==> src/hdl/t1rx_pkg.sv <==
// Shared types, constants and functions of the receive deframer and CRC_B checker.
package t1rx_pkg;

    localparam int MAX_COUNT   = 255;
    localparam int DCNT_W      = $clog2(MAX_COUNT + 3);
    localparam int QUEUE_DEPTH = 4;
    localparam int QPTR_W      = $clog2(QUEUE_DEPTH);
    localparam int QCNT_W      = $clog2(QUEUE_DEPTH + 1);
    localparam int MIN_DECODED = 4;

    localparam logic [15:0] CRC_PRESET = 16'hFFFF;
    localparam logic [15:0] CRC_POLY   = 16'h8408;

    typedef enum logic [1:0] {
        ST_OK     = 2'd0,
        ST_PARITY = 2'd1,
        ST_CRC    = 2'd2,
        ST_SHORT  = 2'd3
    } t_status;

    typedef enum logic {
        KIND_DATA   = 1'b0,
        KIND_STATUS = 1'b1
    } t_kind;

    // One queue entry: what a single request leaves for the back end to emit.
    typedef struct packed {
        logic        has_byte;
        logic [7:0]  data;
        logic        frame_end;
        logic        parity_bad;
        logic        too_few;
        logic [15:0] crc_rx;
        logic [7:0]  pcount;
    } t_entry;

    function automatic logic [15:0] crc_b_feed(input logic [15:0] crc,
                                               input logic [7:0]  data);
        logic [15:0] c;
        c = crc ^ {8'd0, data};
        for (int k = 0; k < 8; k++) begin
            c = c[0] ? ((c >> 1) ^ CRC_POLY) : (c >> 1);
        end
        return c;
    endfunction

    // Payload bytes released so far: decoded bytes minus the two held back.
    function automatic logic [7:0] payload_count_of(input logic [DCNT_W-1:0] dc);
        logic [DCNT_W+7:0] p;
        p = (dc >= DCNT_W'(2)) ? {8'd0, dc} - (DCNT_W + 8)'(2) : '0;
        return (p > (DCNT_W + 8)'(255)) ? 8'hFF : p[7:0];
    endfunction

endpackage

==> src/hdl/t1rx_ifs.sv <==
// Valid/ready channel interfaces for raw input bytes and result items.
interface t1rx_in_if;
    logic       valid;
    logic       ready;
    logic [7:0] raw_byte;
    logic       frame_end;

    modport source (output valid, output raw_byte, output frame_end, input ready);
    modport sink   (input valid, input raw_byte, input frame_end, output ready);
endinterface

interface t1rx_out_if;
    logic       valid;
    logic       ready;
    logic       item_kind;
    logic [7:0] data_byte;
    logic [1:0] frame_status;
    logic [7:0] payload_count;
    logic       last_of_run;

    modport source (output valid, output item_kind, output data_byte,
                    output frame_status, output payload_count, output last_of_run,
                    input ready);
    modport sink   (input valid, input item_kind, input data_byte,
                    input frame_status, input payload_count, input last_of_run,
                    output ready);
endinterface

==> src/hdl/type1_tag_rx_deframe_crc_check_unit.sv <==
// Top level of the tag receive deframer with parity and CRC_B check.
//
// i_in carries raw received bytes, least significant bit first, with
// frame_end on the last byte of a frame. o_out carries result items: a
// payload byte (item_kind 0) or the end-of-frame status (item_kind 1) with
// the payload count; last_of_run marks the final item caused by a request.
// The first two decoded bytes of a frame are held back, so payload leaves
// two decoded bytes late; the trailing two are checked as the CRC_B.
// One raw byte is taken per cycle while i_in.ready is high. A released byte
// passes the queue and the output register to o_out; the status item follows
// any payload byte of the same request, since the result stage emits one item
// per cycle while o_out.ready is high. The front end never waits on the
// result stage except through the four-entry queue: when o_out.ready
// stays low the output register holds, the queue fills, and only then does
// i_in.ready drop. Synchronous active-low reset clears the deframer state,
// the queue and the output valid, and presets the CRC register.
module type1_tag_rx_deframe_crc_check_unit
    import t1rx_pkg::*;
(
    input  logic        i_clk,
    input  logic        i_rst_n,
    t1rx_in_if.sink     i_in,
    t1rx_out_if.source  o_out
);

    logic   q_push;
    logic   q_ready;
    logic   q_pop;
    logic   q_head_valid;
    t_entry q_entry;
    t_entry q_head;

    t1rx_front u_front (
        .i_clk     (i_clk),
        .i_rst_n   (i_rst_n),
        .i_in      (i_in),
        .i_q_ready (q_ready),
        .o_q_push  (q_push),
        .o_q_entry (q_entry)
    );

    t1rx_fifo u_fifo (
        .i_clk        (i_clk),
        .i_rst_n      (i_rst_n),
        .i_push       (q_push),
        .i_entry      (q_entry),
        .o_ready      (q_ready),
        .i_pop        (q_pop),
        .o_head       (q_head),
        .o_head_valid (q_head_valid)
    );

    t1rx_back u_back (
        .i_clk        (i_clk),
        .i_rst_n      (i_rst_n),
        .i_head       (q_head),
        .i_head_valid (q_head_valid),
        .o_pop        (q_pop),
        .o_out        (o_out)
    );

endmodule

==> src/hdl/t1rx_front.sv <==
// Front end: bit unpacking, parity tracking and the two-byte CRC hold-back line.
module t1rx_front
    import t1rx_pkg::*;
(
    input  logic        i_clk,
    input  logic        i_rst_n,
    t1rx_in_if.sink     i_in,
    input  logic        i_q_ready,
    output logic        o_q_push,
    output t_entry      o_q_entry
);

    logic [7:0]        r_buf,   n_buf;
    logic [2:0]        r_fill,  n_fill;
    logic              r_pos,   n_pos;
    logic [7:0]        r_h0,    n_h0;
    logic [7:0]        r_h1,    n_h1;
    logic [1:0]        r_hcnt,  n_hcnt;
    logic              r_pend,  n_pend;
    logic              r_pfail, n_pfail;
    logic [DCNT_W-1:0] r_dcnt,  n_dcnt;

    logic accept;

    assign i_in.ready = i_q_ready;
    assign accept     = i_in.valid && i_q_ready;

    always_comb begin
        logic [15:0]       b;
        logic [4:0]        f;
        logic              pos;
        logic              pend;
        logic              pfail;
        logic [DCNT_W-1:0] dc;
        logic [7:0]        h0;
        logic [7:0]        h1;
        logic [1:0]        hc;
        logic [7:0]        dec;
        logic [7:0]        leave;
        logic              emit;

        b     = {8'd0, r_buf} | ({8'd0, i_in.raw_byte} << r_fill);
        f     = {2'd0, r_fill} + 5'd8;
        pos   = r_pos;
        pend  = r_pend;
        pfail = r_pfail;
        dc    = r_dcnt;
        h0    = r_h0;
        h1    = r_h1;
        hc    = r_hcnt;
        dec   = 8'd0;
        leave = 8'd0;
        emit  = 1'b0;

        // At most one data byte and two parity bits are taken per request.
        for (int k = 0; k < 3; k++) begin
            if (!pos && f >= 5'd8) begin
                dec = b[7:0];
                b   = b >> 8;
                f   = f - 5'd8;
                pos = 1'b1;
                if (dc != '0) begin
                    pfail = pfail | pend;
                end
                pend = ^dec;
                if (dc < DCNT_W'(MAX_COUNT + 2)) begin
                    dc = dc + DCNT_W'(1);
                end
                if (hc == 2'd2) begin
                    leave = h0;
                    h0    = h1;
                    h1    = dec;
                    emit  = 1'b1;
                end else if (hc == 2'd0) begin
                    h0 = dec;
                    hc = 2'd1;
                end else begin
                    h1 = dec;
                    hc = 2'd2;
                end
            end else if (pos && f >= 5'd1) begin
                pend = pend ^ b[0] ^ 1'b1;
                b    = b >> 1;
                f    = f - 5'd1;
                pos  = 1'b0;
            end
        end

        o_q_entry.has_byte   = emit;
        o_q_entry.data       = leave;
        o_q_entry.frame_end  = i_in.frame_end;
        o_q_entry.parity_bad = pfail;
        o_q_entry.too_few    = dc < DCNT_W'(MIN_DECODED);
        o_q_entry.crc_rx     = {h1, h0};
        o_q_entry.pcount     = payload_count_of(dc);
        o_q_push             = accept && (emit || i_in.frame_end);

        if (i_in.frame_end) begin
            n_buf   = 8'd0;
            n_fill  = 3'd0;
            n_pos   = 1'b0;
            n_h0    = 8'd0;
            n_h1    = 8'd0;
            n_hcnt  = 2'd0;
            n_pend  = 1'b0;
            n_pfail = 1'b0;
            n_dcnt  = '0;
        end else begin
            n_buf   = b[7:0];
            n_fill  = f[2:0];
            n_pos   = pos;
            n_h0    = h0;
            n_h1    = h1;
            n_hcnt  = hc;
            n_pend  = pend;
            n_pfail = pfail;
            n_dcnt  = dc;
        end
    end

    always_ff @(posedge i_clk) begin
        if (!i_rst_n) begin
            r_buf   <= 8'd0;
            r_fill  <= 3'd0;
            r_pos   <= 1'b0;
            r_h0    <= 8'd0;
            r_h1    <= 8'd0;
            r_hcnt  <= 2'd0;
            r_pend  <= 1'b0;
            r_pfail <= 1'b0;
            r_dcnt  <= '0;
        end else if (accept) begin
            r_buf   <= n_buf;
            r_fill  <= n_fill;
            r_pos   <= n_pos;
            r_h0    <= n_h0;
            r_h1    <= n_h1;
            r_hcnt  <= n_hcnt;
            r_pend  <= n_pend;
            r_pfail <= n_pfail;
            r_dcnt  <= n_dcnt;
        end
    end

endmodule

==> src/hdl/t1rx_fifo.sv <==
// Short queue of front-end entries between the deframer and the result emitter.
module t1rx_fifo
    import t1rx_pkg::*;
(
    input  logic   i_clk,
    input  logic   i_rst_n,
    input  logic   i_push,
    input  t_entry i_entry,
    output logic   o_ready,
    input  logic   i_pop,
    output t_entry o_head,
    output logic   o_head_valid
);

    t_entry             r_mem [QUEUE_DEPTH];
    logic [QPTR_W-1:0]  r_wr_ptr, n_wr_ptr;
    logic [QPTR_W-1:0]  r_rd_ptr, n_rd_ptr;
    logic [QCNT_W-1:0]  r_count,  n_count;

    assign o_ready      = r_count < QCNT_W'(QUEUE_DEPTH);
    assign o_head_valid = r_count != '0;
    assign o_head       = r_mem[r_rd_ptr];

    always_comb begin
        n_wr_ptr = i_push ? r_wr_ptr + QPTR_W'(1) : r_wr_ptr;
        n_rd_ptr = i_pop  ? r_rd_ptr + QPTR_W'(1) : r_rd_ptr;
        n_count  = r_count;
        if (i_push && !i_pop) begin
            n_count = r_count + QCNT_W'(1);
        end else if (!i_push && i_pop) begin
            n_count = r_count - QCNT_W'(1);
        end
    end

    always_ff @(posedge i_clk) begin
        if (!i_rst_n) begin
            r_wr_ptr <= '0;
            r_rd_ptr <= '0;
            r_count  <= '0;
        end else begin
            r_wr_ptr <= n_wr_ptr;
            r_rd_ptr <= n_rd_ptr;
            r_count  <= n_count;
        end
    end

    always_ff @(posedge i_clk) begin
        if (i_push) begin
            r_mem[r_wr_ptr] <= i_entry;
        end
    end

endmodule

==> src/hdl/t1rx_back.sv <==
// Back end: running CRC_B over released bytes, status verdict and output register.
module t1rx_back
    import t1rx_pkg::*;
(
    input  logic        i_clk,
    input  logic        i_rst_n,
    input  t_entry      i_head,
    input  logic        i_head_valid,
    output logic        o_pop,
    t1rx_out_if.source  o_out
);

    logic        r_phase,  n_phase;
    logic [15:0] r_crc,    n_crc;
    logic        r_ovalid, n_ovalid;
    t_kind       r_kind,   n_kind;
    logic [7:0]  r_data,   n_data;
    t_status     r_status, n_status;
    logic [7:0]  r_count,  n_count;
    logic        r_last,   n_last;

    logic    load;
    logic    fire;
    logic    byte_turn;
    t_status verdict;

    assign load      = !r_ovalid || o_out.ready;
    assign fire      = i_head_valid && load;
    assign byte_turn = i_head.has_byte && !r_phase;

    always_comb begin
        if (i_head.parity_bad) begin
            verdict = ST_PARITY;
        end else if (i_head.too_few) begin
            verdict = ST_SHORT;
        end else if (~r_crc == i_head.crc_rx) begin
            verdict = ST_OK;
        end else begin
            verdict = ST_CRC;
        end
    end

    always_comb begin
        n_phase  = r_phase;
        n_crc    = r_crc;
        n_ovalid = o_out.ready ? 1'b0 : r_ovalid;
        n_kind   = r_kind;
        n_data   = r_data;
        n_status = r_status;
        n_count  = r_count;
        n_last   = r_last;
        o_pop    = 1'b0;
        if (fire) begin
            n_ovalid = 1'b1;
            n_count  = i_head.pcount;
            if (byte_turn) begin
                // A payload byte; when the same request ends the frame, the
                // entry stays at the head for its status item.
                n_kind   = KIND_DATA;
                n_data   = i_head.data;
                n_status = ST_OK;
                n_last   = !i_head.frame_end;
                n_crc    = crc_b_feed(r_crc, i_head.data);
                n_phase  = i_head.frame_end;
                o_pop    = !i_head.frame_end;
            end else begin
                n_kind   = KIND_STATUS;
                n_data   = 8'd0;
                n_status = verdict;
                n_last   = 1'b1;
                n_crc    = CRC_PRESET;
                n_phase  = 1'b0;
                o_pop    = 1'b1;
            end
        end
    end

    always_ff @(posedge i_clk) begin
        if (!i_rst_n) begin
            r_phase  <= 1'b0;
            r_crc    <= CRC_PRESET;
            r_ovalid <= 1'b0;
        end else begin
            r_phase  <= n_phase;
            r_crc    <= n_crc;
            r_ovalid <= n_ovalid;
        end
    end

    always_ff @(posedge i_clk) begin
        r_kind   <= n_kind;
        r_data   <= n_data;
        r_status <= n_status;
        r_count  <= n_count;
        r_last   <= n_last;
    end

    assign o_out.valid         = r_ovalid;
    assign o_out.item_kind     = r_kind;
    assign o_out.data_byte     = r_data;
    assign o_out.frame_status  = r_status;
    assign o_out.payload_count = r_count;
    assign o_out.last_of_run   = r_last;

endmodule

==> src/flat_wrapper.sv <==
// flat-port wrapper written by rule: the top's interface ports become plain ports
module type1_tag_rx_deframe_crc_check_unit_flat import t1rx_pkg::*;
  (i_clk, i_rst_n, i_in_valid, i_in_raw_byte, i_in_frame_end, i_in_ready, o_out_valid, o_out_item_kind, o_out_data_byte, o_out_frame_status, o_out_payload_count, o_out_last_of_run, o_out_ready);
  t1rx_in_if i_in_i ();
  t1rx_out_if o_out_i ();
  input  logic i_clk;
  input  logic i_rst_n;
  input wire logic [$bits(i_in_i.valid)-1:0] i_in_valid;
  input wire logic [$bits(i_in_i.raw_byte)-1:0] i_in_raw_byte;
  input wire logic [$bits(i_in_i.frame_end)-1:0] i_in_frame_end;
  output wire logic [$bits(i_in_i.ready)-1:0] i_in_ready;
  output wire logic [$bits(o_out_i.valid)-1:0] o_out_valid;
  output wire logic [$bits(o_out_i.item_kind)-1:0] o_out_item_kind;
  output wire logic [$bits(o_out_i.data_byte)-1:0] o_out_data_byte;
  output wire logic [$bits(o_out_i.frame_status)-1:0] o_out_frame_status;
  output wire logic [$bits(o_out_i.payload_count)-1:0] o_out_payload_count;
  output wire logic [$bits(o_out_i.last_of_run)-1:0] o_out_last_of_run;
  input wire logic [$bits(o_out_i.ready)-1:0] o_out_ready;
  assign i_in_i.valid = i_in_valid;
  assign i_in_i.raw_byte = i_in_raw_byte;
  assign i_in_i.frame_end = i_in_frame_end;
  assign i_in_ready = i_in_i.ready;
  assign o_out_valid = o_out_i.valid;
  assign o_out_item_kind = o_out_i.item_kind;
  assign o_out_data_byte = o_out_i.data_byte;
  assign o_out_frame_status = o_out_i.frame_status;
  assign o_out_payload_count = o_out_i.payload_count;
  assign o_out_last_of_run = o_out_i.last_of_run;
  assign o_out_i.ready = o_out_ready;
  type1_tag_rx_deframe_crc_check_unit u_core (.i_clk(i_clk), .i_rst_n(i_rst_n), .i_in(i_in_i), .o_out(o_out_i));
endmodule
==> config.mk <==
export PLATFORM = sky130hd
export DESIGN_NAME = type1_tag_rx_deframe_crc_check_unit_flat
export DESIGN_NICKNAME = d
export VERILOG_FILES = /design/src/hdl/t1rx_pkg.sv /design/src/hdl/t1rx_ifs.sv /design/src/hdl/type1_tag_rx_deframe_crc_check_unit.sv /design/src/hdl/t1rx_front.sv /design/src/hdl/t1rx_fifo.sv /design/src/hdl/t1rx_back.sv /design/src/flat_wrapper.sv
export SDC_FILE = /design/constraint.sdc
export NUM_CORES = 1
export LEC_CHECK = 0
export ABC_AREA = 1
export ABC_CLOCK_PERIOD_IN_PS = 7300
export BUFFER_PORTS_ARGS = -buffer_cell sky130_fd_sc_hd__buf_2
export CORE_AREA = 2 2 142 144
export CTS_BUF_LIST = sky130_fd_sc_hd__clkbuf_2 sky130_fd_sc_hd__clkbuf_4 sky130_fd_sc_hd__clkbuf_8
export DETAILED_ROUTE_END_ITERATION = 12
export DIE_AREA = 0 0 144 146
export GPL_ROUTABILITY_DRIVEN = 0
export MAX_ROUTING_LAYER = met4
export PLACE_DENSITY = 0.79
export REMOVE_ABC_BUFFERS = 1
export SYNTH_ARGS = -nofsm -noshare
export SYNTH_HDL_FRONTEND = slang
export SYNTH_SLANG_ARGS = --single-unit
==> constraint.sdc <==
create_clock -name i_clk -period 7.3 [get_ports i_clk]
set_input_delay 1.095 -clock i_clk [delete_from_list [all_inputs] [get_ports i_clk]]
set_output_delay 1.095 -clock i_clk [all_outputs]
set_load 0.03 [all_outputs]
==> results.md, run 1 <==
- Clock insertion delay at the later pin of the skew report: 550 ps
- Kind of critical path: reg2reg
- RSZ-0062 raised after global routing: false
- CTS tree: built
- Clock sink total: roughly 230
- First-pass GRT wire length: about 49000 um
- Post-Synthesis Cells: 1453
- Die Wd: around 140 um
- Area grow syn2layout: 9.331%
- Seq/Total Area, Yosys: 0.5041
- Clock buffer depth: 3
- Post-CTS sizing: 0
- Critical path arrival: 5460 ps
- H-tree depth: 2
- Port bufs: 34
- R2R Path Start: u_core.u_front.r_fill[0]
- Nature of the critical path endpoint: register
- Slew Viols, Final: 0
- Nets: approximately 1500
- Vias per Instance: slightly below 6
- Min Tclk post-route: 5330 ps
- Die height: 146 um
- Final HPWL DP: roughly 20000 um
- Worst-path maximum fanout: 36
- Outcome: completed
- R2r worst-path depth: 18
- CTS buffer count: 39
- Number of synthesized register bits: 232
- Yosys top cell area share: 0.3949
- Initial Utilization: 0.6450
- Post-synth ARST share: 0
- Routed wire length: a little under 30000 um
- Clock slew at reported path FFs: about 60 ps
- Die footprint: roughly 0.021 sq mm
- Fin crit share: 0.7301
- Mapped Avg Cell Area: about 8.6 sq um
- Mapped cell area: between 0.01 and 0.015 sq mm
- R2R Setup Slk: around 2000 ps
- CTS root buf: clkbuf_8
- CP startpoint: u_core.u_front.r_fill[0]
- Setup Skew: roughly 40 ps
- Startpoint types: register
- Slew @ Worst Pin: about 1200 ps
- Initial antenna violation count: 0
- Via count: roughly 10000
- Crit path capture: u_core.u_fifo.r_mem[3][11]
- CP Data Required Time: 7430 ps
- DR pass1 iterations: 6
- Count of final hold-check violations: 0
- Row count: ~50
- Synth unique cells: between 50 and 60
- Main synth FF type: edfxtp_1
- FILL cells: approximately 1500
- N_diodes: 0
- Final ANT Viol Nets: 0
- Iteration-0 DRC Markers: 953
- GR Overflow Total: 0
- Area leader, netlist: edfxtp_1
- Total track usage: 0.2958
- Yosys warning count: 0
- Post-synth EDFFs: around 160
- Share of cells above drive strength 1: 0.1178
- Hold-fix buffers at CTS: 0
- Max_cap viols: 0
- Vias in the first global route: 9864
- Fmax: 0.1876 GHz
- Largest net degree at the start of global routing: 56
- Routed wire per std cell: 16.54 um
- Worst min-delay path category: reg2reg
- Synth top area cells: edfxtp_1, dfxtp_1, nand2_1
- Count of final setup violators: 0
- I/O pin total: 35
- TNS Setup: 0 ps
- Setup bufs post-CTS: 0
- Slew margin rel.: 0.2266
- FF-to-FF End: u_core.u_fifo.r_mem[3][11]
- Placeable core area: 0.01933 sq mm
- Hold path cells: 2
- DRC Markers: 0
-- registers in the layout (all words and copies together) (netlist names), 3 cells and up, named ones only --
register / cells
u_core.u_front.r_fill: 3
u_core.u_fifo.r_count: 3
u_core.u_front.r_h1: 8
u_core.u_back.o_out.payload_count: 8
u_core.u_back.o_out.data_byte: 8
u_core.u_fifo.r_mem: 144
u_core.u_front.r_h0: 8
u_core.u_front.r_buf: 8
u_core.u_front.r_dcnt: 9
u_core.u_back.r_crc: 16
-- worst max-delay path, cell delays in order (launching register included) --
cell	delay (ps)
dfxtp_1	580
inv_1	220
ha_1	330
nor2_1	50
a21oi_1	290
ha_1	210
nor3_1	70
nor2_1	310
nand3_1	170
nand2_1	100
buf_4	290
inv_1	120
nor2_2	100
buf_4	230
inv_1	160
nand2_1	190
or2_2	140
nand2_1	300
nor2_4	1000
-- stage by stage --
step / instance area (sq um) / hold WS [ps] / utilization / setup WS (ps) / cells
final: 13630 / 464.6 / 0.7052 / 1970 / 1776
after global routing: 13630 / 491.8 / 0.7052 / 1491 / 1776
after detailed placement: 12880 / 457.4 / 0.6660 / 2034 / 1707
after floorplan: 12190 / 424.0 / - / 293.3 / 1390
after CTS: 13630 / 465.9 / 0.7052 / 1989 / 1776
after global placement: 12880 / 452.4 / 0.6660 / 2308 / 1707
-- layout make-up --
cell class                      count  area [sq um]  share of cell area
Clock buffer                       52         640.6             0.04699
Clock inverter                     17         116.4            0.008535
Inverter                          132         495.5             0.03634
Multi-Input combinational cell   1026          5458              0.4003
Sequential cell                   232          6287              0.4611
Tap cell                          265         331.6             0.02432
Timing Repair Buffer               52         305.3             0.02239
-- cells in the mapped netlist, types with 18 or more instances --
| cell type | count |
|---|---|
| nand2_1 | 355 |
| edfxtp_1 | 164 |
| o21ai_0 | 128 |
| nand3_1 | 66 |
| clkbuf_1 | 52 |
| a32o_1 | 18 |
| nor2_1 | 125 |
| a21oi_1 | 106 |
| o22ai_1 | 26 |
| xor2_1 | 33 |
| dfxtp_1 | 68 |
| ha_1 | 19 |
| inv_1 | 121 |
-- cells by family (layout without fill, tap and decap cells) --
group,count (synthesis),after routing,synth area share
flops,232,232,0.5041
fa+ha+maj,20,20,0.02067
mux,7,7,0.005619
xor+xnor,46,46,0.03231
compound gates,328,328,0.1541
simple gates,625,625,0.2209
buf+inv,195,253,0.06231
-- how the worst min path moves through the flow --
stage | slack, ps | end | start
2_1_floorplan | 420 | u_core.u_front.r_buf[7] | u_core.u_front.r_buf[7]
3_3_place_gp | 450 | u_core.u_fifo.r_rd_ptr[0] | u_core.u_fifo.r_rd_ptr[0]
3_5_place_dp | 460 | u_core.u_front.r_pend | u_core.u_front.r_pend
4_1_cts | 470 | u_core.u_front.r_pend | u_core.u_front.r_pend
5_1_grt | 490 | u_core.u_front.r_buf[4] | u_core.u_front.r_buf[4]
6_report | 460 | u_core.u_front.r_pend | u_core.u_front.r_pend
-- layout by cell type (no fill, tap or decap), drive strengths merged, types with 19 or more instances in the layout --
cell type  instances
a21oi            106
buf               52
clkbuf            52
dfxtp             68
edfxtp           164
ha                19
inv              130
nand2            375
nand3             71
nand4             20
nor2             135
o21ai            131
o22ai             26
xor2              33
-- metal layers --
metal | GRT usage | up-vias | part of all wire
li1 | - | 5045 | -
met5 | - | - | 0
met2 | 0.4626 | 398 | 0.48
met1 | 0.3868 | 4822 | 0.42
met3 | 0.04179 | 95 | 0.063
met4 | 0.1275 | 0 | 0.037
Power of run 1 is not shown: default switching activity piles up to over one toggle a cycle in this logic, so the estimate is an artifact.
==> inputs of run 2 (changes only) <==
--- a/config.mk
+++ b/config.mk
@@ -6,7 +6,7 @@
 export NUM_CORES = 1
 export LEC_CHECK = 0
 export ABC_AREA = 1
-export ABC_CLOCK_PERIOD_IN_PS = 7300
+export ABC_CLOCK_PERIOD_IN_PS = 5000
 export BUFFER_PORTS_ARGS = -buffer_cell sky130_fd_sc_hd__buf_2
 export CORE_AREA = 2 2 142 144
 export CTS_BUF_LIST = sky130_fd_sc_hd__clkbuf_2 sky130_fd_sc_hd__clkbuf_4 sky130_fd_sc_hd__clkbuf_8
==> constraint.sdc (replaced) <==
create_clock -name i_clk -period 5 [get_ports i_clk]
set_input_delay 0.75 -clock i_clk [delete_from_list [all_inputs] [get_ports i_clk]]
set_output_delay 0.75 -clock i_clk [all_outputs]
set_load 0.03 [all_outputs]
==> run 2 against run 1 <==
- worst setup slack got worse by 1400 ps
- utilization increased by 0.40 points
- global-route usage increased by 0.25 points
- critical path depth increased by 3
- first-iteration DRC count increased by 14%
- critical path type unchanged
- critical endpoint is now u_core.u_fifo.r_count[1]
- largest cell class unchanged
==> results.md, run 2 (synthesis gave the netlist of run 1 again) <==
- Die footprint: 0.02102 sq mm (unchanged)
- Iteration-0 DRC Markers: 1085 (+14%)
- Slew margin rel.: 0.3294 (+0.1028)
- Commonest non-fill, non-tap cell in the layout: nand2_1
- Hold path cells: 2 (unchanged)
- RSZ-0062 raised after global routing: false
- Initial Utilization: 0.6450 (unchanged)
- Nature of the critical path endpoint: register
- GR Overflow Total: 0 (unchanged)
- Clock slew at reported path FFs: 60 ps (about the same)
- Worst-path maximum fanout: 18 (-50%)
- Critical Path Stages: 21 (+3)
- Via count: 10470 (+1.1%)
- CTS root buf: clkbuf_8
- I/O pin total: 35 (unchanged)
- DR pass1 iterations: 6 (unchanged)
- Row count: 51 (unchanged)
- Share of cells above drive strength 1: 0.1214 (+0.003569)
- Routed wire length: 30120 um (+2.5%)
- Worst path top cell family by delay: simple AND/OR/NAND/NOR gates
- Nets: 1518 (+0.13%)
- Count of final setup violators: 0 (unchanged)
- Largest net degree at the start of global routing: 55 (-1.8%)
- DRC Markers: 0 (unchanged)
- Final ANT Viol Nets: 0 (unchanged)
- Critical path, cell by cell: inv_2, ha_1, nor2_1, a21oi_1, ha_1, nor3_1, nor2_1, nand3_1, nand2_1, inv_1, nor2_2, inv_1, nand2_1, or2_2, nand2_2, inv_1, ha_1, inv_1, fa_1, o21ai_0, a21oi_1
- Largest register FFs: 144 (unchanged)
- Die height: 146 um (unchanged)
- Area grow syn2layout: 9.953%
- Critical path arrival: 4830 ps (-630 ps)
- Fin crit share: 0.8804 (+0.1503)
- Final HPWL DP: 20420 um (+1.3%)
- First-pass GRT wire length: 48820 um (+0.60%)
- H-tree depth: 2 (unchanged)
- CP Data Required Time: 5430 ps (-2000 ps)
- Count of final hold-check violations: 0 (unchanged)
- Final core utilization: 0.7092 (+0.004012)
- Vias per Instance: 5.879 (+0.78%)
- Kind of critical path: reg2reg
- Port bufs: 34 (unchanged)
- Clock buffer depth: 3 (unchanged)
- CTS buffer count: 39 (unchanged)
- Setup Skew: 20.48 ps (-19.46 ps)
- Critical path's largest stage delay: 480 ps (-520 ps)
- Routed wire per std cell: 16.91 um (+2.2%)
- Max_cap viols: 0 (unchanged)
- R2r worst-path depth: 21 (+3)
- Worst min-delay path category: reg2reg
- Initial antenna violation count: 0 (unchanged)
- Fmax: 0.2272 GHz (+21%)
- N_diodes: 0 (unchanged)
- Die Wd: 144 um (unchanged)
- Startpoint types: register
- Buf+Inv Stages, Crit Path: 5 (unchanged)
- Slew Viols, Final: 0 (unchanged)
- Most frequent cells in the layout: nand2_1, edfxtp_1, o21ai_0
- Min Tclk post-route: 4402 ps (-927.6 ps)
- Slew @ Worst Pin: 1004 ps (-152.9 ps)
- Top flop regs: u_core.u_fifo.r_mem: 144 flops, u_core.u_back.r_crc: 16 flops, u_core.u_front.r_dcnt: 9 flops
- Outcome: completed
- Vias in the first global route: 9951 (+0.88%)
- Crit path top cell by count: inv_1
- Clock sink total: 232 (unchanged)
- Slowest cell on crit path: dfxtp_1
- Total track usage: 0.2984 (+0.002523)
- Placeable core area: 0.01933 sq mm (unchanged)
- CTS tree: built
- Biggest register: u_core.u_fifo.r_mem
- Clock insertion delay at the later pin of the skew report: 540 ps (about the same)
[run 2: cell count changes in the layout (fill, tap and decap cells not counted), moves of 2 or more]
| cell | previous run | this run |
|---|---|---|
| clkinv_2 | 5 | 3 |
| inv_8 | 0 | 2 |
| clkbuf_4 | 12 | 15 |
| clkinvlp_4 | 4 | 2 |
| clkbuf_8 | 40 | 42 |
[run 2: worst paths after layout]
kind,start,slack (ps),to
max,u_core.u_front.r_fill[1],600,u_core.u_fifo.r_count[1]
min,u_core.u_fifo.r_rd_ptr[1],460,u_core.u_fifo.r_rd_ptr[1]
max reg2reg,u_core.u_front.r_fill[1],600,u_core.u_fifo.r_count[1]
min reg2reg,u_core.u_fifo.r_rd_ptr[1],460,u_core.u_fifo.r_rd_ptr[1]
[run 2: layout make-up]
| cell class | count | area [sq um] |
|---|---|---|
| Sequential cell | 232 | 6287 |
| Fill cell | 1505 | 5623 |
| Multi-Input combinational cell | 1026 | 5460 |
| Clock buffer | 57 | 690.7 |
| Inverter | 132 | 495.5 |
| Timing Repair Buffer | 54 | 332.8 |
| Tap cell | 265 | 331.6 |
| Clock inverter | 15 | 113.9 |
[run 2: metal layers]
| layer | up-vias | share of wire | global-route usage |
|---|---|---|---|
| met5 | - | 0 | - |
| met2 | 438 | 0.48 | 0.4805 |
| li1 | 5050 | - | - |
| met4 | 0 | 0.035 | 0.1152 |
| met3 | 100 | 0.069 | 0.04047 |
| met1 | 4882 | 0.42 | 0.3840 |
[run 2: worst min-delay path, stage by stage (launching register included)]
cell     delay (ps)
dfxtp_1         300
inv_1            50
a21oi_1          60
[run 2: stage by stage]
stage               hold WS, ps  setup slack, ps  instances  area [sq um]  TNS (ps)
floorplan                 424.0            -2007       1390         12190   -298160
global placement          452.8            670.9       1709         12900         0
detailed placement        455.7            483.7       1709         12900         0
CTS                       464.0            473.5       1781         13710         0
global route              479.8            162.5       1781         13710         0
finish                    462.3            598.0       1781         13710         0
[run 2: timing repair]
action	CTS	global route
endpoints found under the setup margin	0	1
gates resized for setup	0	1
hold buffers	0	0
buffers inserted	0	0
Power of run 2 is left out for the same reason.
